$ cat src/rtl/ctw_pkg.sv
// Shared types, codes and character constants of the text console writer.
package ctw_pkg;

  // Request actions as they arrive on the input channel.
  localparam logic [1:0] ACT_PUT   = 2'd0;
  localparam logic [1:0] ACT_HEX   = 2'd1;
  localparam logic [1:0] ACT_CLEAR = 2'd2;
  localparam logic [1:0] ACT_READ  = 2'd3;

  // Operations handed from the front end to the execution engine.
  localparam logic [2:0] OP_PUT     = 3'd0;
  localparam logic [2:0] OP_NEWLINE = 3'd1;
  localparam logic [2:0] OP_HEX     = 3'd2;
  localparam logic [2:0] OP_CLEAR   = 3'd3;
  localparam logic [2:0] OP_READ    = 3'd4;

  localparam logic [7:0] NEWLINE_CODE = 8'h0A;
  localparam logic [7:0] BLANK_CODE   = 8'h20;
  localparam logic [7:0] RESET_COLOR  = 8'h07;
  localparam logic [7:0] CHAR_ZERO    = 8'h30;
  localparam logic [7:0] CHAR_X       = 8'h78;

  // A hex print puts "0x" and sixteen digits; this is the index of the last one.
  localparam logic [4:0] HEX_LAST_IDX = 5'd17;

  localparam int QUEUE_DEPTH = 2;

  typedef struct packed {
    logic [1:0]  action;
    logic [7:0]  char_code;
    logic [63:0] hex_value;
    logic [4:0]  read_row;
    logic [6:0]  read_col;
  } in_item_t;

  typedef struct packed {
    logic [7:0] cell_char;
    logic [7:0] cell_color;
    logic [4:0] cursor_row;
    logic [6:0] cursor_col;
  } out_item_t;

  typedef struct packed {
    logic [2:0]  op;
    logic [7:0]  char_code;
    logic [63:0] hex_value;
    logic [4:0]  read_row;
    logic [6:0]  read_col;
    logic        read_ok;
  } cmd_t;

  // Uppercase hex digit for one nibble.
  function automatic logic [7:0] hex_char(input logic [3:0] nib);
    logic [7:0] wide;
    wide = {4'b0000, nib};
    if (nib < 4'd10) begin
      hex_char = 8'h30 + wide;
    end else begin
      hex_char = 8'h37 + wide;
    end
  endfunction

endpackage

$ cat src/rtl/ctw_front.sv
// Front end: accepts requests and turns them into engine operations.
module ctw_front
  import ctw_pkg::*;
  #(parameter int COLS = 80,
    parameter int ROWS = 25)
  (input  in_item_t in_data,
   input  logic     in_push,
   output logic     in_full,
   input  logic     init_busy,
   input  logic     cmd_full,
   output logic     cmd_push,
   output cmd_t     cmd);

  assign in_full  = cmd_full | init_busy;
  assign cmd_push = in_push & ~in_full;

  always_comb begin
    cmd.char_code = in_data.char_code;
    cmd.hex_value = in_data.hex_value;
    cmd.read_row  = in_data.read_row;
    cmd.read_col  = in_data.read_col;
    cmd.read_ok   = (32'(in_data.read_row) < ROWS) && (32'(in_data.read_col) < COLS);
    unique case (in_data.action)
      ACT_PUT: begin
        cmd.op = (in_data.char_code == NEWLINE_CODE) ? OP_NEWLINE : OP_PUT;
      end
      ACT_HEX:   cmd.op = OP_HEX;
      ACT_CLEAR: cmd.op = OP_CLEAR;
      ACT_READ:  cmd.op = OP_READ;
      default:   cmd.op = OP_READ;
    endcase
  end

endmodule

$ cat config.mk
export PLATFORM = sky130hd
export DESIGN_NAME = ctw_front
export DESIGN_NICKNAME = d
export VERILOG_FILES = /design/src/rtl/ctw_pkg.sv /design/src/rtl/ctw_front.sv
export SDC_FILE = /design/constraint.sdc
export NUM_CORES = 1
export LEC_CHECK = 0
export ABC_CLOCK_PERIOD_IN_PS = 800
export BUFFER_PORTS_ARGS = -buffer_cell sky130_fd_sc_hd__buf_2
export CORE_AREA = 4 4 67 69
export DETAILED_ROUTE_END_ITERATION = 10
export DIE_AREA = 0 0 71 73
export PLACE_DENSITY = 0.85
export SYNTH_ARGS = -nofsm -noshare
export SYNTH_HDL_FRONTEND = slang
export SYNTH_SLANG_ARGS = --single-unit
$ cat constraint.sdc
create_clock -name vclk -period 0.8
set_input_delay 0.08 -clock vclk [all_inputs]
set_output_delay 0.08 -clock vclk [all_outputs]
set_load 0.1 [all_outputs]
# == Word level (Yosys, flattened, before mapping) ==
# Index checks and enable logic that the tools add are counted.
# totals
inputBits,89
latchBits,0
reg_bits,0
ramBits,0
rom_bits,0
elab_cells,13
n_memories,0
# op_classes
n_eq_ne,4
order_cmp,2
bitwise_logic,3
n_mul,0
shifts,0
muxes,2
div_mod_pow,0
add_sub_neg,0
reduce_logical,2
# op_table
operator,count
3-bit one-hot mux with 4 select lines,1
8-bit by 4-bit equality test with 1-bit output (second input constant),1
7-bit < comparator (second input constant),1
5-bit < comparator (second input constant),1
2-bit equality test (second input constant),2
2-bit by 1-bit equality test with 1-bit output (second input constant),1
2-bit logical NOT,1
1-bit bitwise AND,1
1-bit logical AND,1
1-bit two-way mux,1
1-bit inverter,1
1-bit OR,1

# == Logic depth before layout (Yosys ltp) ==
# depth
ltp_word,3
depth_mapped,4

# == Least setup slack after synthesis ==
# No wires, ideal clock.
# synth_path
path_kind,input-to-output
startpoint,input port init_busy
endpoint,output port cmd_push
slack_ns,-1.226
path_stages,2
required_time_ns,0.720
arrival_time_ns,1.946
path_cell_list,or2_2 > nor2_1
# synth_via
elab_chain_cells,3
# synth_lines
item,line_no,source
start: declaration,ctw_front.sv:9,"input logic init_busy,"
1-bit OR,ctw_front.sv:14,assign in_full = cmd_full | init_busy;
1-bit inverter,ctw_front.sv:15,assign cmd_push = in_push & ~in_full;
1-bit bitwise AND,ctw_front.sv:15,
end: declaration,ctw_front.sv:11,"output logic cmd_push,"
# Every way passes these cells.

==> metrics.md <==
| Metric | Value |
|---|---|
| Outcome | complete, but fails checks |
| Failing checks | negative setup slack |
| Global route overflow | 0 |
| Post-Syn Area per Cell | roughly 7.5 sq um |
| Share of cells above drive strength 1 | between 90% and 100% |
| Worst slack, placed | -307 ps |
| Antenna viol nets, final | 0 |
| Starting density of the core | between 15 and 20% |
| Clock power share | 0% |
| Yosys top cell area share | 83.7% |
| Sequential area share after synthesis | 0% |
| CP Launch Type | input pin |
| Hpwl dp | between 1500 and 2000 um |
| Power per Cell Area | just over 1000 nW/um^2 |
| Internal power | roughly 380 uW |
| ANT cells | 0 |
| VDD IR max | around 0.36 mV |
| LEAKAGE | 0.000445 uW |
| Largest net degree at the start of global routing | 3 |
| Setup ws final | -200 ps |
| Core Area | about 4000 sq um |
| Core Rows | 23 |
| Setup TNS | -273 ps |
| GRT Resource Usage Total | 6.60% |
| HP Start | in_data[53] |
| Vias in the first global route | between 500 and 600 |
| GPL Wtd Cong | slightly below 0.7 |
| WP data required | 720 ps |
| Critical-path maximum fanout | 2 |
| Cell Count, Final, Fillers Out | 124 |
| Area post-placement | 895 sq um |
| Type of the most critical hold path | input pin to primary output |
| Netlist cell types | 12 |
| Synth Cell Area | 753 sq um |
| Comb power frac | 100.0% |
| Synth area leader | buf_4 |
| FF+latch area | 0 sq um |
| Hold depth | 0 |
| Period Utilization, post-route | 125% |
| Mapped Cells | 100 |
| Post-route minimum period | around 1000 ps |
| Fmax achieved | between 1000 and 1500 MHz |
| First-pass GRT wire length | roughly 2700 um |
| Die H | between 70 and 80 um |
| Hold Fails Final Rpt | 0 |
| Placed cells | about 120 |
| Least-Margin Pin Slew | 280 ps |
| P_sw | 595 uW |
| Max-slew violation count | 0 |
| WL per Instance | between 15 and 20 um |
| CP endpoint kind | primary output |
| Layout area overhead | 27.9% |
| Die width | a little over 70 um |
| Antenna violations before repair | 0 |
| DR vias | roughly 460 |
| Slew headroom | about four fifths |
| FFs & Latches | 0 |
| Finished Cell Area | roughly 960 sq um |
| Crit path DAT | around 900 ps |
| # port buffers | 43 |
| WS Path Type | input pin to primary output |
| Top area cells in the synthesized netlist | buf_4 (84%), ha_1 (5.0%), inv_1 (2.0%) |
| Sequential Power Share | 0% |
| Worst Hold End | cmd[54] |
| # setup viols final | 2 |
| RSZ-0062 raised after global routing | true |
| Full die area | approximately 5200 sq um |
| DRC | 0 |
| Drt total wl | 1880 um |
| Synth Net Count | approximately 190 |
| First drt pass iteration count | 3 |
| Final Net Count | between 150 and 200 |
| Number of max-cap violations | 0 |
| Yosys warns | 0 |
| Sw Share | roughly 61% |
| Initial drt markers | 6 |
| Clock buf count | 0 |
| Vias per inst | 3.73 |
| Ports | ~180 |
how the worst max path moves through the flow:
stage                      startpoint        to  slack [ps]
after floorplan             init_busy  cmd_push        -270
after global placement    in_data[85]   cmd[85]        -300
after detailed placement  in_data[85]   cmd[85]        -310
after CTS                 in_data[85]   cmd[85]        -210
after global routing      in_data[85]   cmd[85]        -220
final                     in_data[85]   cmd[85]        -200
repair_timing:
item / 4_1_cts / 5_1_grt
pin swaps: 5 / 4
hold buffers: 0 / 0
endpoints found under the setup margin: 5 / 3
buffers inserted: 1 / 0
resized for setup: 10 / 5
cells by family (layout without fill, tap and decap cells):
logic type | Yosys count | count (layout) | share of synthesized area [%]
AO/OA/AOI/OAI | 3 | 3 | 3.32
AND/OR/NAND/NOR | 6 | 6 | 5.98
adder cells (fa/ha/maj) | 3 | 3 | 4.98
buffers and inverters | 88 | 62 | 85.7
Yosys cell counts:
library cell / number
a32o_2: 1
and2_1: 1
buf_4: 84
ha_1: 3
inv_1: 4
nor2_1: 1
nor2b_1: 1
nor3b_1: 1
nor4b_2: 1
o21ai_0: 1
o311ai_1: 1
or2_2: 1
area by class of cell:
type	instances	area, sq um
Fill cell	415	2950
Timing Repair Buffer	58	689
Multi-Input combinational cell	12	176
Tap cell	50	62.6
Inverter	4	35.0
metrics by stage:
| stage | power (uW) | hold slack, ps | utilization (%) |
|---|---|---|---|
| floorplan | 2200 | 355 | - |
| global placement | 937 | 161 | 22.9 |
| detailed placement | 949 | 161 | 22.9 |
| CTS | 972 | 161 | 24.0 |
| global route | 1000 | 160 | 24.6 |
| finish | 975 | 160 | 24.6 |
per-layer routing:
metal	routed length, um	GRT usage (%)
met3	462	4.96
met5	0	0
met2	863	11.3
met4	242	7.72
met1	315	3.92
power groups by stage:
stage	clock network, uW	registers, uW	logic (uW)
global placement	0	0	937
floorplan	0	0	2200
detailed placement	0	0	949
global route	0	0	1000
finish	0	0	975
CTS	0	0	972
worst max-delay path, stage by stage:
cell and delay [ps]:
buf_12 90, inv_12 30, ha_4 140, nor2b_4 120, a32o_4 300, buf_12 160
layout by cell type, fill, tap and decap left out, types with 2 or more instances in the layout:
cell    instances
buf_12         22
buf_2          16
buf_4          16
buf_6           3
ha_2            2
inv_1           2
Note: power is estimated with default switching activity, not from simulation.
