===== src/rtl/ctw_fifo.sv =====
// Small synchronous queue built from registers.
module ctw_fifo
  #(parameter int WIDTH = 8,
    parameter int DEPTH = 2)
  (input  logic             clk,
   input  logic             rst_n,
   input  logic             push,
   input  logic [WIDTH-1:0] wdata,
   output logic             full,
   input  logic             pop,
   output logic [WIDTH-1:0] rdata,
   output logic             empty);

  localparam int PW = (DEPTH > 1) ? $clog2(DEPTH) : 1;
  localparam int CNTW = $clog2(DEPTH + 1);

  logic [WIDTH-1:0] mem_r [DEPTH];
  logic [PW-1:0]    wr_ptr_r, wr_ptr_nxt;
  logic [PW-1:0]    rd_ptr_r, rd_ptr_nxt;
  logic [CNTW-1:0]  count_r, count_nxt;
  logic             do_push, do_pop;

  assign full    = (count_r == CNTW'(DEPTH));
  assign empty   = (count_r == '0);
  assign do_push = push & ~full;
  assign do_pop  = pop & ~empty;
  assign rdata   = mem_r[rd_ptr_r];

  always_comb begin
    wr_ptr_nxt = wr_ptr_r;
    rd_ptr_nxt = rd_ptr_r;
    count_nxt  = count_r;
    if (do_push) begin
      wr_ptr_nxt = (wr_ptr_r == PW'(DEPTH - 1)) ? '0 : wr_ptr_r + PW'(1);
    end
    if (do_pop) begin
      rd_ptr_nxt = (rd_ptr_r == PW'(DEPTH - 1)) ? '0 : rd_ptr_r + PW'(1);
    end
    if (do_push && !do_pop) begin
      count_nxt = count_r + CNTW'(1);
    end else if (do_pop && !do_push) begin
      count_nxt = count_r - CNTW'(1);
    end
  end

  always_ff @(posedge clk) begin
    if (!rst_n) begin
      wr_ptr_r <= '0;
      rd_ptr_r <= '0;
      count_r  <= '0;
    end else begin
      wr_ptr_r <= wr_ptr_nxt;
      rd_ptr_r <= rd_ptr_nxt;
      count_r  <= count_nxt;
    end
  end

  always_ff @(posedge clk) begin
    if (do_push) begin
      mem_r[wr_ptr_r] <= wdata;
    end
  end

endmodule


===== config.mk =====
export PLATFORM = sky130hd
export DESIGN_NAME = ctw_fifo
export DESIGN_NICKNAME = d
export VERILOG_FILES = /design/src/rtl/ctw_fifo.sv
export SDC_FILE = /design/constraint.sdc
export NUM_CORES = 1
export LEC_CHECK = 0
export BUFFER_PORTS_ARGS = -buffer_cell sky130_fd_sc_hd__buf_2
export CAP_MARGIN = 20
export CELL_PAD_IN_SITES_DETAIL_PLACEMENT = 0
export CELL_PAD_IN_SITES_GLOBAL_PLACEMENT = 1
export CORE_MARGIN = 5
export CORE_UTILIZATION = 40
export DETAILED_ROUTE_END_ITERATION = 10
export PLACE_DENSITY_LB_ADDON = 0.1
export SETUP_SLACK_MARGIN = 0.15
export SLEW_MARGIN = 0
export SYNTH_ARGS = -nofsm -noshare
export SYNTH_HDL_FRONTEND = slang
export SYNTH_SLANG_ARGS = --single-unit

===== constraint.sdc =====
create_clock -name clk -period 2 [get_ports clk]
set_input_delay 0.3 -clock clk [delete_from_list [all_inputs] [get_ports clk]]
set_output_delay 0.3 -clock clk [all_outputs]
set_load 0.03 [all_outputs]

# ---- Yosys cells after proc, flatten, opt, wreduce, memory -nomap -nowiden
# Memories as Yosys holds them, arrays and structs flattened. A register that Yosys moved wholly into a read port is not among the register bits.
# Cells that the tools add are included.
# W data, S select, Z words.
dict set report totals {
  ff_bits 4
  mem_bits_rw 16
  out_inout_bits 10
  word_cells 27
  mem_count 1
}
# name words width read_ports rd_clocked_by_memory_dff write_ports line
set memory_table {}
lappend memory_table {mem_r 2 8 1 1 1 17} ;# logic [WIDTH-1:0] mem_r [DEPTH];
dict set report op_classes {
  add_sub_neg 4
  eq_ne 1
  mux 8
  n_bitwise 4
  n_reduce_logical 6
}
# operator n
set ops {}
lappend ops {{$mux W1} 6}
lappend ops {{$mux W2} 2}
lappend ops {{$add A1 B1 Y1 const B} 2}
lappend ops {{$add A2 B1 Y2 const B} 1}
lappend ops {{$and A1 B1 Y1} 2}
lappend ops {{$eq A2 B2 Y1 const B} 1}
lappend ops {{$logic_and A1 B1 Y1} 2}
lappend ops {{$logic_not A1 Y1} 2}
lappend ops {{$logic_not A2 Y1} 1}
lappend ops {{$not A1 Y1} 2}
lappend ops {{$reduce_bool A2 Y1} 1}
lappend ops {{$sub A2 B1 Y2 const B} 1}

# ---- Longest topological paths before layout
dict set report depth {
  ltp_word 7
  mapped_depth 7
}

# ---- Least setup slack after synthesis
# No wires, ideal clock.
dict set report synth_timing {
  path_kind {reg2reg}
  startpoint {reg count_r[0]}
  endpoint {reg count_r[1]}
  setup_ns 0.070
  t_arrival_ns 1.482
  path_slack_ns 0.448
  stages_incl_launch_ff 7
  n_path_buf 0
  period_less_slack_ns 1.552
  cell_sequence {dfxtp_1 nand2b_1 inv_2 nor2_1 ha_1 or3_1 a21boi_1}
}
dict set report synth_via {
  elab_chain_cells 6
}
# element line
set synth_rtl {}
lappend synth_rtl {{start: declaration} 20} ;# logic [CNTW-1:0] count_r, count_nxt;
lappend synth_rtl {{start signal: assignment} 54} ;# count_r <= count_nxt;
lappend synth_rtl {{$eq A2 B2 Y1 *} 23} ;# assign full = (count_r == CNTW'(DEPTH));
lappend synth_rtl {{via full} 9} ;# output logic full,
lappend synth_rtl {{$not A1 Y1 *} 25} ;# assign do_push = push & ~full;
lappend synth_rtl {{$and A1 B1 Y1 *} 25}
lappend synth_rtl {{$logic_not A1 Y1} 41} ;# end else if (do_pop && !do_push) begin
lappend synth_rtl {{$logic_and A1 B1 Y1} 41}
lappend synth_rtl {{$reduce_bool A2 Y1 (no source line)} n/a}
# Mark *: on every way through the listed nets, which the timed path passes. The rest lies on a longest branch. The select of a mux whose other input is x is not followed.
# A chain may end at the register's enable or synchronous reset.

==> run metrics <==
Slew Viols, Final=0; Slew HR=73.7%; Peak VDD IR=0.000739 V; Die Height=55.0 um; Fmax=584 MHz; die area=0.00302 mm^2; Synth Area in Compound Gates=between 4 and 5%; CP bufs+invs=1; status=finished clean; Avg Inst Size Synth=between 15 and 20 um^2; Cell Pwr Density=1320 mW/mm^2; Final Util=50.4%; most frequent cells in the layout=buf_2 (21), edfxtp_1 (16), mux2_2 (8), dfxtp_1 (5); Startpoint Class=register; clk root buf=clkbuf_4; Synth area leader=edfxtp_1; critical-path maximum fanout=8; IO Count=22; WL final=approximately 1200 um; Num CTS Buffers=3; layout net count=89; Reg power frac=47.5%; H-tree depth=1; GR Overflow Total=0; post-synthesis mux area share=between 10% and 20%; worst setup path class=register to primary output; number of diodes=0; Final GP Congestion=0.726; CTS tree=done; port bufs=21; number of global-route vias before repair=between 400 and 500; Distinct cells, synth=20; largest family of logic cells by synthesized area=multiplexers; clock power share=15.3%; Post-DRT Antenna Nets=0; combinational share of power=a little under two fifths; Critical Path Max Stage Delay=around 560 ps; Final Non-Filler Cells=between 100 and 150; fin area=978 um^2; post-synthesis cell area=810 um^2; gr usage total=9.56%; cts hold-fix bufs=0; initial antenna violation count=0; Period Utilization, post-route=85.6%; yosys warns=0; first-pass GRT wire length=around 1900 um; Setup Viol. Count Final=0; DR vias=between 400 and 500; DPL Wire Length=892 um; Setup Fix Bufs, Post-CTS=0; Final Hold Violating Endpoints=0; CP cell instances=mux2_2 > buf_2; Power, Total=~1.3 mW; Worst EP required=1700 ps; Seq cells post-synth=21; starting density of the core=41.7%; Post-Synth XOR/XNOR Area=~3.2%; Synthesized Nets=63; Via-to-Cell Ratio=about 4.7; Worst-Margin Slew=slightly below 400 ps; post-CTS sizing=0; Synth Area in Simple Gates=6.80%; Int Pwr=827 uW; RSZ-0062 raised after global routing=false; sequential area share after synthesis=71.7%; post-synth top area share=between 50% and 60%; Die W=55.0 um; DR pass1 iterations=3; slowest CP cell=dfxtp_1; setup TNS=0 ps; worst slack, placed=between 400 and 500 ps; Core Rows=16; Clock Skew=2.21 ps; crit end category=primary output; core area=0.00194 mm^2; leakage power=~0.39 nW; Hold Crit Class=input port to register; Sw Ratio=36.0%; Post-Place Cells=a little under 100; clock slew at reported path FFs=about 110 ps; commonest non-fill, non-tap cell in the layout=buf_2; Max Cap Viol=0; drt drc=0; min Tclk post-route=1710 ps; clock sinks=21; dominant cells by area after synthesis=edfxtp_1 (59%), dfxtp_1 (12%), mux2_2 (11%); share of cells above drive strength 1=a little under half; Area Overhead vs Synth=20.9%; sw power=465 uW; fin worst setup slack=289 ps; Gate Count Post-Synth=50; clk buf depth=2; Synth Area in Adders=1.55%; WL/cell=11.9 um; Area after DPL=about 950 um^2; largest net degree at the start of global routing=13; First DRT Iteration DRCs=5; family with the most delay on the worst path=flip-flops; Skew-Pair Late Insertion Delay=300 ps; critical path data arrival time=approximately 1400 ps; WHS=181 ps
[power by group through the flow]
stage	clock network, mW	logic [mW]	registers [mW]
3_5_place_dp	0	0.490	0.625
4_1_cts	0.209	0.492	0.616
3_3_place_gp	0	0.488	0.623
5_1_grt	0.237	0.519	0.628
2_1_floorplan	0	0.392	0.595
6_report	0.198	0.481	0.614
[final cells by class]
| class | count | area, um^2 |
|---|---|---|
| tap | 27 | 33.8 |
| inverter | 2 | 7.51 |
| sequential | 21 | 581 |
| clock buffer | 3 | 22.5 |
| timing repair buffer | 22 | 113 |
| multi-input combinational | 26 | 216 |
| clock inverter | 1 | 5.00 |
| fill | 191 | 963 |
[flip-flops by register name (all words and copies together), names as in the netlist, named ones only]
| signal | cells |
|---|---|
| mem_r | 16 |
| count_r | 2 |
| wr_ptr_r | 1 |
| rd_ptr_r | 1 |
[per-layer routing]
| layer | GRT usage [%] | share of wire (%) | vias up |
|---|---|---|---|
| li1 | - | - | 233 |
| met3 | 2.41 | 4.4 | 0 |
| met1 | 11.2 | 44 | 233 |
| met5 | 0 | 0 | - |
| met4 | 6.07 | 0 | 0 |
| met2 | 15.6 | 52 | 11 |
[cells by family (layout without fill, tap and decap cells)]
kind of cell | after synthesis | count (layout)
flip-flops | 21 | 21
AND/OR/NAND/NOR | 9 | 9
multiplexers | 8 | 8
AO/OA/AOI/OAI | 5 | 5
XOR/XNOR | 3 | 3
buffers and inverters | 3 | 28
adder cells (fa/ha/maj) | 1 | 1
[worst paths after layout]
path,from,end,slack [ps],cells after the start
worst max register to register,count_r[0],count_r[1],440,6
worst min-delay path,wdata[5],mem_r[1][5],180,1
worst max-delay path,register,rdata[4],290,2
worst min register to register,count_r[1],count_r[1],530,2
[cell usage after synthesis]
master    count
dfxtp_1       5
inv_2         1
o21ai_0       1
xor2_1        1
inv_1         1
mux2_2        8
o21ai_1       1
o21a_1        1
and3_1        1
nand2b_1      1
a21boi_1      1
buf_2         1
nor2_1        2
xnor2_1       2
and2_1        3
ha_1          1
edfxtp_1     16
or3_1         1
nor3_2        1
a21boi_0      1
[worst reg2reg max path, delay by kind of cell (launching register included)]
family	cells	cell delay, ps
compound gates	1	130
fa+ha+maj	1	260
buf+inv	1	60
flops	1	430
simple gates	3	620
Power figures use the tool's default switching activity.
